==> src/hw/rtl/clwsa_pkg.sv <==
// Package for the current loop wind speed averager.
// Holds widths, reset values, register indexes, arithmetic constants and divider structs.
// No dependencies.
package clwsa_pkg;

    localparam int SAMPLE_W   = 12;
    localparam int TIME_W     = 32;
    localparam int SPEED_W    = 11;
    localparam int SPAN_W     = 7;
    localparam int OFFSET_W   = 10;
    localparam int GAP_W      = 16;

    localparam int AVG_DEPTH  = 3;
    localparam int PTR_W      = (AVG_DEPTH > 1) ? $clog2(AVG_DEPTH) : 1;
    localparam int FILL_W     = $clog2(AVG_DEPTH + 1);
    localparam int SUM_W      = SPEED_W + $clog2(AVG_DEPTH + 1);

    localparam int FRAC_W     = 7;
    localparam int NUMER_W    = SAMPLE_W + FRAC_W;
    localparam int LIN_W      = 14;
    localparam int RECIP_W    = 16;
    localparam int PROD_W     = LIN_W + RECIP_W;
    localparam int RECIP_SHIFT = 19;

    localparam int DIV_W      = NUMER_W;
    localparam int DVS_W      = SAMPLE_W;
    localparam int CNT_W      = $clog2(DIV_W + 1);

    localparam int CFG_IDX_W  = 8;
    localparam int CFG_DATA_W = 16;

    localparam logic [SAMPLE_W-1:0] FLOOR_RST  = 12'd819;
    localparam logic [SPAN_W-1:0]   SPAN_RST   = 7'd45;
    localparam logic [OFFSET_W-1:0] OFFSET_RST = 10'd80;
    localparam logic [GAP_W-1:0]    GAP_RST    = 16'd599;
    localparam logic [SAMPLE_W-1:0] MIN_RST    = 12'd819;
    localparam logic [SAMPLE_W-1:0] MAX_RST    = 12'd4095;

    localparam logic [NUMER_W-1:0]  PCT_SCALE  = 19'd100;
    localparam logic [RECIP_W-1:0]  RECIP_TEN  = 16'd52429;

    localparam logic [CFG_IDX_W-1:0] CFG_FLOOR  = 8'd0;
    localparam logic [CFG_IDX_W-1:0] CFG_SPAN   = 8'd1;
    localparam logic [CFG_IDX_W-1:0] CFG_OFFSET = 8'd2;
    localparam logic [CFG_IDX_W-1:0] CFG_GAP    = 8'd3;

    typedef struct packed {
        logic             start;
        logic [DIV_W-1:0] dividend;
        logic [DVS_W-1:0] divisor;
    } div_req_t;

    typedef struct packed {
        logic             busy;
        logic             done;
        logic [DIV_W-1:0] quotient;
    } div_rsp_t;

endpackage

==> src/hw/rtl/clwsa_div.sv <==
// Shared restoring divider, one quotient bit per cycle.
// Depends on clwsa_pkg for widths and the request/response structs.
module clwsa_div
    import clwsa_pkg::*;
(
    input  logic     clk,
    input  logic     rst_n,
    input  div_req_t req,
    output div_rsp_t rsp
);

    logic             busy_reg, busy_next;
    logic             done_reg, done_next;
    logic [CNT_W-1:0] cnt_reg, cnt_next;
    logic [DIV_W-1:0] quo_reg, quo_next;
    logic [DVS_W-1:0] rem_reg, rem_next;
    logic [DVS_W-1:0] dvs_reg, dvs_next;
    logic [DVS_W:0]   trial;
    logic             ge;

    assign trial = {rem_reg, quo_reg[DIV_W-1]};
    assign ge    = (trial >= {1'b0, dvs_reg});

    always_comb
    begin
        busy_next = busy_reg;
        done_next = 1'b0;
        cnt_next  = cnt_reg;
        quo_next  = quo_reg;
        rem_next  = rem_reg;
        dvs_next  = dvs_reg;
        if (req.start)
        begin
            busy_next = 1'b1;
            cnt_next  = CNT_W'(DIV_W);
            quo_next  = req.dividend;
            rem_next  = '0;
            dvs_next  = req.divisor;
        end
        else if (busy_reg)
        begin
            rem_next = ge ? DVS_W'(trial - {1'b0, dvs_reg}) : trial[DVS_W-1:0];
            quo_next = {quo_reg[DIV_W-2:0], ge};
            cnt_next = cnt_reg - CNT_W'(1);
            if (cnt_reg == CNT_W'(1))
            begin
                busy_next = 1'b0;
                done_next = 1'b1;
            end
        end
    end

    always_ff @(posedge clk or negedge rst_n)
    begin
        if (!rst_n)
        begin
            busy_reg <= 1'b0;
            done_reg <= 1'b0;
            cnt_reg  <= '0;
        end
        else
        begin
            busy_reg <= busy_next;
            done_reg <= done_next;
            cnt_reg  <= cnt_next;
        end
    end

    always_ff @(posedge clk)
    begin
        quo_reg <= quo_next;
        rem_reg <= rem_next;
        dvs_reg <= dvs_next;
    end

    assign rsp.busy     = busy_reg;
    assign rsp.done     = done_reg;
    assign rsp.quotient = quo_reg;

endmodule

==> config.mk <==
export PLATFORM = sky130hd
export DESIGN_NAME = clwsa_div
export DESIGN_NICKNAME = d
export VERILOG_FILES = /design/src/hw/rtl/clwsa_pkg.sv /design/src/hw/rtl/clwsa_div.sv
export SDC_FILE = /design/constraint.sdc
export NUM_CORES = 1
export LEC_CHECK = 0
export ABC_AREA = 1
export BUFFER_PORTS_ARGS = -buffer_cell sky130_fd_sc_hd__buf_2
export CAP_MARGIN = 20
export CORE_ASPECT_RATIO = 0.7
export CORE_MARGIN = 3
export CORE_UTILIZATION = 50
export DETAILED_ROUTE_END_ITERATION = 16
export GPL_TIMING_DRIVEN = 0
export PLACE_DENSITY = 0.88
export SLEW_MARGIN = 20
export SYNTH_ARGS = -nofsm -noshare
export SYNTH_HDL_FRONTEND = slang
export SYNTH_SLANG_ARGS = --single-unit
==> constraint.sdc <==
create_clock -name clk -period 1.55 [get_ports clk]
set_input_delay 0.2325 -clock clk [delete_from_list [all_inputs] [get_ports clk]]
set_output_delay 0.2325 -clock clk [all_outputs]
set_load 0.02 [all_outputs]
==> results_dict.tcl, run 1 <==
set metrics [dict create \
    status "complete, but fails checks" \
    violations "setup timing" \
    critical_path_arrival_ns 2.12 \
    core_um2 5423 \
    wl_per_cell_um 15.91 \
    met3_usage_pct 4.422 \
    ir_drop_mv 0.6786 \
    clk_pin_slew_worst_paths_ns 0.10 \
    port_buffers 54 \
    crit_required_ns 1.77 \
    netlist_area_um2 2905 \
    synth_nets 416 \
    multi_input_area_um2 1568 \
    synth_cell_types 32 \
    grt_util_met1_pct 31.08 \
    tightest_slew_ns 0.4993 \
    htreeDepth 2 \
    grt_pass1_vias 2701 \
    firstDrtPassIters 6 \
    crit_path_max_fanout 5 \
    clkLatencyLatePin_ns 0.32 \
    maxSlewHeadroom_pct 66.71 \
    hold_path_class "in -> reg" \
    first_iter_violations 403 \
    cp-start-kind "register" \
    viasPerCell 5.596 \
    num_vias 2910 \
    clk_path_buf_depth 2 \
    setup_tns_ns -3.870 \
    crit_path_end_kind "register" \
    hold_viol_final 0 \
    cts_tree "yes" \
    drc_errors 0 \
    max_freq_mhz 527.5 \
    finClkSkew_ns 0.01081 \
    worst_slack_ns -0.3458 \
    place_hpwl_mm 5.124 \
    period_share_pct 122.3 \
    area_growth_pct 32.52 \
    ant_nets 0 \
    start_util_pct 53.58 \
    drt_wl_total_mm 8.275 \
    setup-violations-final 13 \
    rsz0062_at_grt "true" \
    synthCells 367 \
    postSynthAreaPerCell_um2 7.916 \
    grt_use_met2_pct 35.40 \
    final-max-slew-violation-count 0 \
    ys_seq_area_share_pct 46.34 \
    fp.dieW_um 97.11 \
    ys_ff_latch 50 \
    critical_path_class "reg -> reg" \
    fillCellCount 376 \
    top_usage_layer "met2" \
    grt_pass1_wl_mm 12.53 \
    fin_nets 496 \
    grt_remaining_overflow 0 \
    place_congestion 0.9376 \
    cap_violations 0 \
    dieArea_um2 6776 \
    cts_sinks 50 \
    p_leak_uw 0.001945 \
    cts_buffers 5 \
    grt_max_degree 19 \
    preCtsSetupSlack_ns -0.7025 \
    drive_above_1_share_pct 36.38 \
    power.density_nw_per_um2 1641 \
    register_area_um2 1346 \
    period_minus_slack_ns 1.896 \
    grt_usage_pct 22.81 \
    die_height_um 69.78 \
    antenna_found_initial 0 \
    largest_reg_flops 19 \
    cts_root_buf "clkbuf_8" \
    ios 55 \
    std_cell_rows 22 \
    yosysWarnings 0 \
    antenna_cells 0 \
]
where the power goes:
group	switching, uW	internal (uW)	leakage (uW)	total, uW
clock network	501	335	0.0000502	837
logic	2040	1550	0.00139	3590
registers	229	1660	0.000506	1890
total	2770	3550	0.00194	6320
area by class of cell:
type,count,area share [%]
multi-input cells,247,40.72
flip-flops and latches,50,34.97
repair buffers,73,11.41
inverters,57,5.655
plain buffers,13,2.372
well taps,72,2.340
clock buffers,5,1.787
clock inverters,3,0.7475
cell usage in the layout, fill, tap and decap left out, types with 2 or more instances in the layout:
cell,count
a21oi_1,6
buf_2,55
buf_4,19
buf_6,2
clkbuf_1,5
clkbuf_8,6
clkinv_4,2
dfrtp_1,7
dfxtp_1,12
edfxtp_1,31
ha_1,2
ha_4,11
inv_1,40
inv_2,16
nand2_1,120
nand2_2,15
nand2_4,8
nand3_1,18
nand3_2,8
nand3_4,2
nand4_1,15
nor2_1,16
nor2_2,3
nor2_4,3
nor3_2,2
o21ai_0,3
xnor2_1,3
metrics by stage:
step / instances / utilization [%] / hold WS, ns / total power [uW] / area (um2)
floorplan: 367 / - / -0.06309 / 3896 / 3063
global placement: 493 / 63.13 / 0.06970 / 4377 / 3423
detailed placement: 493 / 63.13 / 0.07156 / 4483 / 3423
CTS: 511 / 68.30 / 0.07709 / 5761 / 3704
global route: 520 / 71.00 / 0.06690 / 6682 / 3850
finish: 520 / 71.00 / 0.07714 / 6319 / 3850
worst paths after layout:
kind                                to         from  cells past startpoint  slack (ns)
hold reg to reg            rem_reg[10]  rem_reg[10]                      2        0.49
min in group asynchronous     done_reg        rst_n                      2        0.27
setup / recovery            rem_reg[3]   dvs_reg[9]                     10       -0.35
hold / removal              dvs_reg[5]       req[5]                      1        0.08
setup reg to reg            rem_reg[3]   dvs_reg[9]                     10       -0.35
max in group asynchronous   cnt_reg[1]        rst_n                      2        1.14
synthesized netlist by cell type (all sizes together):
library cell | n | share of area [%]
nand2 | 143 | 19
inv | 57 | 7.4
edfxtp | 31 | 32
nand3 | 28 | 6.1
nor2 | 22 | 3.3
nand4 | 15 | 3.2
ha | 14 | 6.0
dfxtp | 12 | 8.3
a21oi | 7 | 1.6
clkbuf | 7 | 0.90
dfrtp | 7 | 6.0
buf | 6 | 1.5
o21ai | 5 | 0.86
xnor2 | 4 | 1.2
nor3 | 3 | 0.86
a21boi | 1 | 0.26
a22oi | 1 | 0.26
and3 | 1 | 0.22
fa | 1 | 0.69
nand3b | 1 | 0.26
xor2 | 1 | 0.30
timing repair:
action                     4_1_cts  5_1_grt
setup endpoints to repair       32       28
hold buffers                     1        0
hold endpoints to repair         7        0
pin swaps                       12       19
cloned                           1        0
resized for setup               28       29
setup buffers                    8        9
routing by layer:
metal	vias to the layer above	wire length, um
met4	0	291
li1	1322	-
met1	1332	3400
met3	42	855
met5	-	0
met2	214	3727
critical path, stage by stage, from the launching register on:
cell and delay [ns]:
edfxtp_1 0.37, inv_1 0.10, ha_4 0.33, nand2_1 0.14, nor3_2 0.17, nand3_2 0.13
nand3_4 0.17, buf_8 0.15, nand2_1 0.05, nand3_1 0.10, nand2_1 0.07
logic make-up (layout without fill, tap and decap cells):
family	Yosys count	count (layout)	synth area share (%)
compound gates	14	14	2.972
flops	50	50	46.34
simple gates	213	213	32.69
fa+ha+maj	15	15	6.718
xor+xnor	5	5	1.507
buf+inv	70	151	9.776
(Power assumes the default switching activity.)
==> run 2: changes to the inputs <==
- ABC_AREA: 1 -> default
- CORE_UTILIZATION: 50 -> 49
- PLACE_DENSITY: 0.88 -> 0.87
==> run 2 against run 1 <==
  * The flow still finishes with violations (setup timing)
  * Largest cell class unchanged
  * Maximum frequency down 17%
  * Global-route usage rose by 0.84 points
  * Utilization rose by 3.9 points
  * Sequential share of layout area up 0.86 points
  * Largest power group unchanged
  * Register-to-register slack got worse by 0.38 ns
  * Critical path type unchanged
  * Clock skew grew 0.0038 ns
  * Combinational power increased by 9.7%
  * Synthesized area shrank 7.6%
==> results_dict.tcl, run 2 <==
set metrics [dict create \
    status "complete, but fails checks" \
    violations "setup timing" \
    p_leak_uw 0.001577 \
    cap_violations 0 \
    yosysWarnings 0 \
    clkLatencyLatePin_ns 0.31 \
    firstDrtPassIters 4 \
    ys.flop_type "edfxtp_1" \
    cts_root_buf "clkbuf_8" \
    postSynthAreaPerCell_um2 11.33 \
    grt_remaining_overflow 0 \
    antenna_found_initial 0 \
    dieArea_um2 6418 \
    yosysMostFrequentCell "edfxtp_1" \
    synth_nets 286 \
    worst_slack_ns -0.7231 \
    num_vias 2307 \
    drc_errors 0 \
    wl_per_cell_um 19.91 \
    cts_buffers 5 \
    netlist_area_um2 2685 \
    fillCellCount 295 \
    start_util_pct 53.50 \
    layout_commonest_cell "buf_2" \
    final-max-slew-violation-count 0 \
    synth_edf_count 31 \
    hold_depth 1 \
    drt_wl_total_mm 7.845 \
    synth_common_cells "edfxtp_1, nand2_1, mux2_2, nor2_1, inv_1" \
    stdcell_area_um2 3761 \
    cts_sinks 50 \
    htreeDepth 2 \
    ys_ff_latch 50 \
    grt_usage_pct 23.66 \
    finClkSkew_ns 0.01457 \
    crit_required_ns 1.75 \
    port_buffers 54 \
    critical-path-top-delay-family "compound AO/OA/AOI/OAI gates" \
    rsz0062_at_grt "true" \
    core_um2 5019 \
    place_congestion 0.8211 \
    cts_tree "yes" \
    grt_pass1_vias 2473 \
    fin_nets 373 \
    synthDominantCellAreaShare_pct 34.67 \
    grt_pass1_wl_mm 11.67 \
    synth_cell_types 52 \
    cp_num_buf_inv 1 \
    first_iter_violations 218 \
    ys_seq_area_share_pct 50.14 \
    std_cell_rows 21 \
    yosysTopAreaCell "edfxtp_1" \
    period_minus_slack_ns 2.273 \
    clk_path_buf_depth 2 \
    critical_path_class "reg -> reg" \
    path_depth 8 \
    tightest_slew_ns 0.7821 \
    setup-violations-final 13 \
    largest_reg_flops 19 \
    power.density_nw_per_um2 1833 \
    critical_path_arrival_ns 2.48 \
    reg2reg_depth 8 \
    setup_tns_ns -8.435 \
    viasPerCell 5.855 \
    ir_drop_mv 0.9107 \
    synthCells 237 \
    clk_pin_slew_worst_paths_ns 0.10 \
    ant_nets 0 \
    fp.dieW_um 94.48 \
    drive_above_1_share_pct 55.08 \
    maxSlewHeadroom_pct 47.86 \
    placed_cell_area_um2 3097 \
    ys_async_sr_fraction_pct 14.00 \
    cp-start-kind "register" \
    mostFrequentLayoutCells "buf_2, edfxtp_1, nor2_1" \
    synth_area_leaders "edfxtp_1, dfxtp_1, mux2_2" \
    cp_slowest_cell "dfxtp_1" \
    max_stage_delay_ns 0.45 \
    p_total_uw 6893 \
    ios 55 \
    final_util_pct 74.94 \
    grt_max_degree 20 \
    crit_chain "ha_4 -> a21o_2 -> a211o_2 -> a41oi_2 -> and2_4 -> buf_8 -> nand2_2 -> a311oi_2" \
    crit_path_max_fanout 6 \
    hold_viol_final 0 \
    place_hpwl_mm 4.301 \
    die_height_um 67.94 \
    period_share_pct 146.7 \
    max_freq_mhz 439.9 \
    antenna_cells 0 \
    crit_path_end_kind "register" \
    area_growth_pct 40.07 \
    hold_path_class "in -> reg" \
]
run 2: cell types whose count changed after synthesis, moves of 5 or more:
cell and change:
inv_1 -39, nand3_1 -18, nand3_2 -5, nand2_1 -116, mux2_2 +19, nand4_1 -14
run 2: what timing repair did:
action                     4_1_cts  5_1_grt
setup endpoints to repair       52       33
gates cloned                     1        1
hold buffers                     1        0
hold endpoints to repair         7        0
pin swaps                       18       16
gates resized for setup         38       30
buffers inserted                19        5
run 2: layer usage:
layer  wire (um)  global-route usage [%]  vias to the layer above  part of all wire, %
met5           0                       0                        -                    0
met4         116                   9.712                        0                  1.5
met3         521                   5.275                       14                  6.6
met2        4014                   41.78                      111                   51
met1        3192                   28.40                     1143                   41
li1            -                       -                     1039                    -
run 2: final cells by class:
type	instances	area (um2)	area share (%)
plain buffers	10	62.56	1.663
well taps	69	86.33	2.295
clock inverters	3	45.04	1.198
inverters	16	60.06	1.597
repair buffers	79	515.5	13.71
flip-flops and latches	50	1348	35.83
clock buffers	5	68.82	1.830
multi-input cells	162	1575	41.88
run 2: worst paths after layout:
check	start	end	slack, ns
worst min register to register	cnt_reg[4]	cnt_reg[4]	0.54
worst max register to register	rem_reg[9]	rem_reg[7]	-0.72
worst max-delay path	rem_reg[9]	rem_reg[7]	-0.72
min in group asynchronous	rst_n	busy_reg	0.27
max in group asynchronous	rst_n	cnt_reg[1]	1.12
worst min-delay path	req[0]	dvs_reg[0]	0.1
run 2: worst reg2reg max path, stage by stage, from the launching register on:
cell      delay, ns
dfxtp_1        0.45
ha_4           0.26
a21o_2         0.20
a211o_2        0.30
a41oi_2        0.21
and2_4         0.23
buf_8          0.15
nand2_2        0.07
a311oi_2       0.29
run 2: cell families after synthesis:
group	count (synthesis)	share of synthesized area (%)
muxes	20	8.388
buffers and inverters	26	4.333
AOI/OAI and AO/OA	49	14.45
and+or+nand+nor	66	11.84
adders and majority gates	15	7.269
xor gates and xnor gates	11	3.588
DFF	50	50.14
run 2: where the power goes:
part | switching [uW] | leakage [uW] | internal, uW
sequential | 309 | 0.000498 | 1700
clock | 465 | 0.0000504 | 481
combinational | 1930 | 0.00103 | 2010
run 2: through the flow:
step                      cells  setup WS [ns]  hold WS [ns]
after detailed placement    360        -0.7141       0.07568
final                       394        -0.7231       0.09573
after global placement      360        -0.6770       0.07260
after global routing        394        -0.7447       0.08695
after floorplan             237        -0.4771      -0.06309
after CTS                   389        -0.5954       0.09440
==> run 3: changes to the inputs <==
- CORE_UTILIZATION: 49 -> 55
- PLACE_DENSITY: 0.87 -> 0.92
- SETUP_SLACK_MARGIN: default -> 0.02
- clock period: 1.55 -> 2.45 ns (I/O delays scaled with it)
==> run 3 against run 2 <==
  * The flow now finishes without violations
  * First-iteration DRC count shrank 23%
  * Register-to-register slack better by 0.80 ns
  * Clock skew shrank 0.0095 ns
  * Design area shrank 14%
  * Combinational power decreased by 62%
  * Die area decreased by 10%
  * Sequential power down 40%
  * Cell count down 6.9%
  * Utilization is 3.6 points lower
  * Flip-flop and latch count unchanged
  * Worst hold slack gained 0.14 ns
  * Critical endpoint is now rem_reg[6]
  * Largest cell class is now sequential cells
==> results_dict.tcl, run 3 (synthesis gave the netlist of run 2 again) <==
set metrics [dict create \
    crit_chain "inv_1 -> ha_1 -> fa_1 -> nor2b_1 -> o21bai_1 -> a21boi_1 -> or3_2 -> nand3_1 -> a311oi_2" \
    finClkSkew_ns 0.005114 \
    reg2reg_depth 9 \
    clkLatencyLatePin_ns 0.31 \
    clk_pin_slew_worst_paths_ns 0.09 \
    first_iter_violations 168 \
    place_congestion 0.8521 \
    num_vias 2043 \
    maxSlewHeadroom_pct 53.28 \
    max_freq_mhz 421.6 \
    placed_cell_area_um2 3038 \
    area_growth_pct 20.41 \
    ant_nets 0 \
    layout_commonest_cell "buf_2" \
    grt_max_degree 20 \
    cp_slowest_cell "fa_1" \
    r2r_setup_slack_ns 0.08 \
    grt_pass1_wl_mm 9.259 \
    status "completed" \
    cts_sinks 50 \
    met3_usage_pct 4.828 \
    cts_root_buf "clkbuf_8" \
    fin_nets 349 \
    cp-start-kind "register" \
    p_total_uw 3302 \
    register_area_um2 1346 \
    ios 55 \
    p_leak_uw 0.001376 \
    setup-violations-final 0 \
    dieArea_um2 5770 \
    place_hpwl_mm 4.147 \
    post_layout_nonfiller_instances 367 \
    mostFrequentLayoutCells "buf_2, edfxtp_1, nand2_1" \
    crit_required_ns 2.67 \
    std_cell_rows 20 \
    viasPerCell 5.567 \
    drt_wl_total_mm 5.821 \
    timing.hold.ws_ns 0.2311 \
    crit_path_end_kind "register" \
    grt_usage_pct 20.73 \
    hold_viol_final 0 \
    firstDrtPassIters 5 \
    htreeDepth 2 \
    max_stage_delay_ns 0.44 \
    tightest_slew_ns 0.7008 \
    cts_buffers 5 \
    fp.dieW_um 89.51 \
    r2r-start "quo_reg[18]" \
    grt_remaining_overflow 0 \
    grt_use_met2_pct 33.18 \
    ir_drop_mv 0.6699 \
    cp-endpoint "rem_reg[6]" \
    drc_errors 0 \
    hold_depth 1 \
    preCtsSetupSlack_ns 0.007933 \
    cts_tree "yes" \
    start_util_pct 59.28 \
    final-max-slew-violation-count 0 \
    grt_util_met1_pct 29.06 \
    die_height_um 64.46 \
    hold_path_class "in -> reg" \
    crit_path_max_fanout 4 \
    period_minus_slack_ns 2.372 \
    fillCellCount 320 \
    antenna_cells 0 \
    core_um2 4529 \
    r2r_end "rem_reg[6]" \
    multi_input_area_um2 1290 \
    port_buffers 54 \
    crit_path_start "quo_reg[18]" \
    top_usage_layer "met2" \
    period_share_pct 96.80 \
    place_inst 357 \
    antenna_found_initial 0 \
    wl_per_cell_um 15.86 \
    critical_path_class "reg -> reg" \
    grt_pass1_vias 1961 \
    drive_above_1_share_pct 36.88 \
    largest_reg_flops 19 \
    cap_violations 0 \
    power.density_nw_per_um2 1021 \
    worst_slack_ns 0.07833 \
    critical_path_arrival_ns 2.59 \
    clk_path_buf_depth 2 \
    stdcell_area_um2 3233 \
]
[run 3: changes by cell type in the layout (fill, tap and decap cells not counted), sizes merged]
| cell | before | now |
|---|---|---|
| or2 | 3 | 2 |
| buf | 83 | 59 |
| clkinvlp | 2 | 1 |
| clkbuf | 10 | 12 |
[run 3: how the worst min path moves through the flow]
stage / slack, ns / to / from
2_1_floorplan: 0.07 / busy_reg / rst_n
3_3_place_gp: 0.21 / done_reg / rst_n
3_5_place_dp: 0.21 / busy_reg / rst_n
4_1_cts: 0.23 / dvs_reg[2] / req[2]
5_1_grt: 0.21 / dvs_reg[2] / req[2]
6_report: 0.23 / dvs_reg[2] / req[2]
[run 3: repair_timing]
| item | 4_1_cts | 5_1_grt |
|---|---|---|
| hold buffers | 1 | 0 |
| resized for setup | 2 | 10 |
| hold endpoints to repair | 7 | 0 |
| buffers inserted | 0 | 1 |
| setup endpoints to repair | 2 | 12 |
| pin swaps | 0 | 6 |
[run 3: area by class of cell]
type	instances	share of cell area (%)
Buffer	10	1.741
Multi-Input combinational cell	161	39.90
Timing Repair Buffer	56	8.901
Sequential cell	50	41.64
Clock inverter	2	1.161
Clock buffer	6	2.245
Tap cell	66	2.554
Inverter	16	1.858
[run 3: worst max-delay path: cells and delay by family (launching register included)]
family                   cells  cell delay [ns]
buffers and inverters        1             0.06
AO/OA/AOI/OAI                3             0.68
adder cells (fa/ha/maj)      2             0.68
flip-flops                   1             0.39
AND/OR/NAND/NOR              3             0.47
[run 3: through the flow]
stage / TNS [ns] / utilization (%)
floorplan: 0 / -
global placement: 0 / 67.07
detailed placement: 0 / 67.07
CTS: 0 / 69.94
global route: -0.1583 / 71.38
finish: 0 / 71.38
[run 3: report_power, final]
| part | total, uW | internal, uW | leakage (uW) | switching (uW) |
|---|---|---|---|---|
| combinational | 1510 | 700 | 0.000826 | 814 |
| sequential | 1210 | 1070 | 0.000498 | 131 |
| clock | 583 | 305 | 0.0000514 | 278 |
| total | 3300 | 2080 | 0.00138 | 1220 |
[run 3: layer usage]
metal  vias up  wire length [um]
li1        996                 -
met1       968              2625
met2        74              2800
met3         5               349
met4         0                46
met5         -                 0
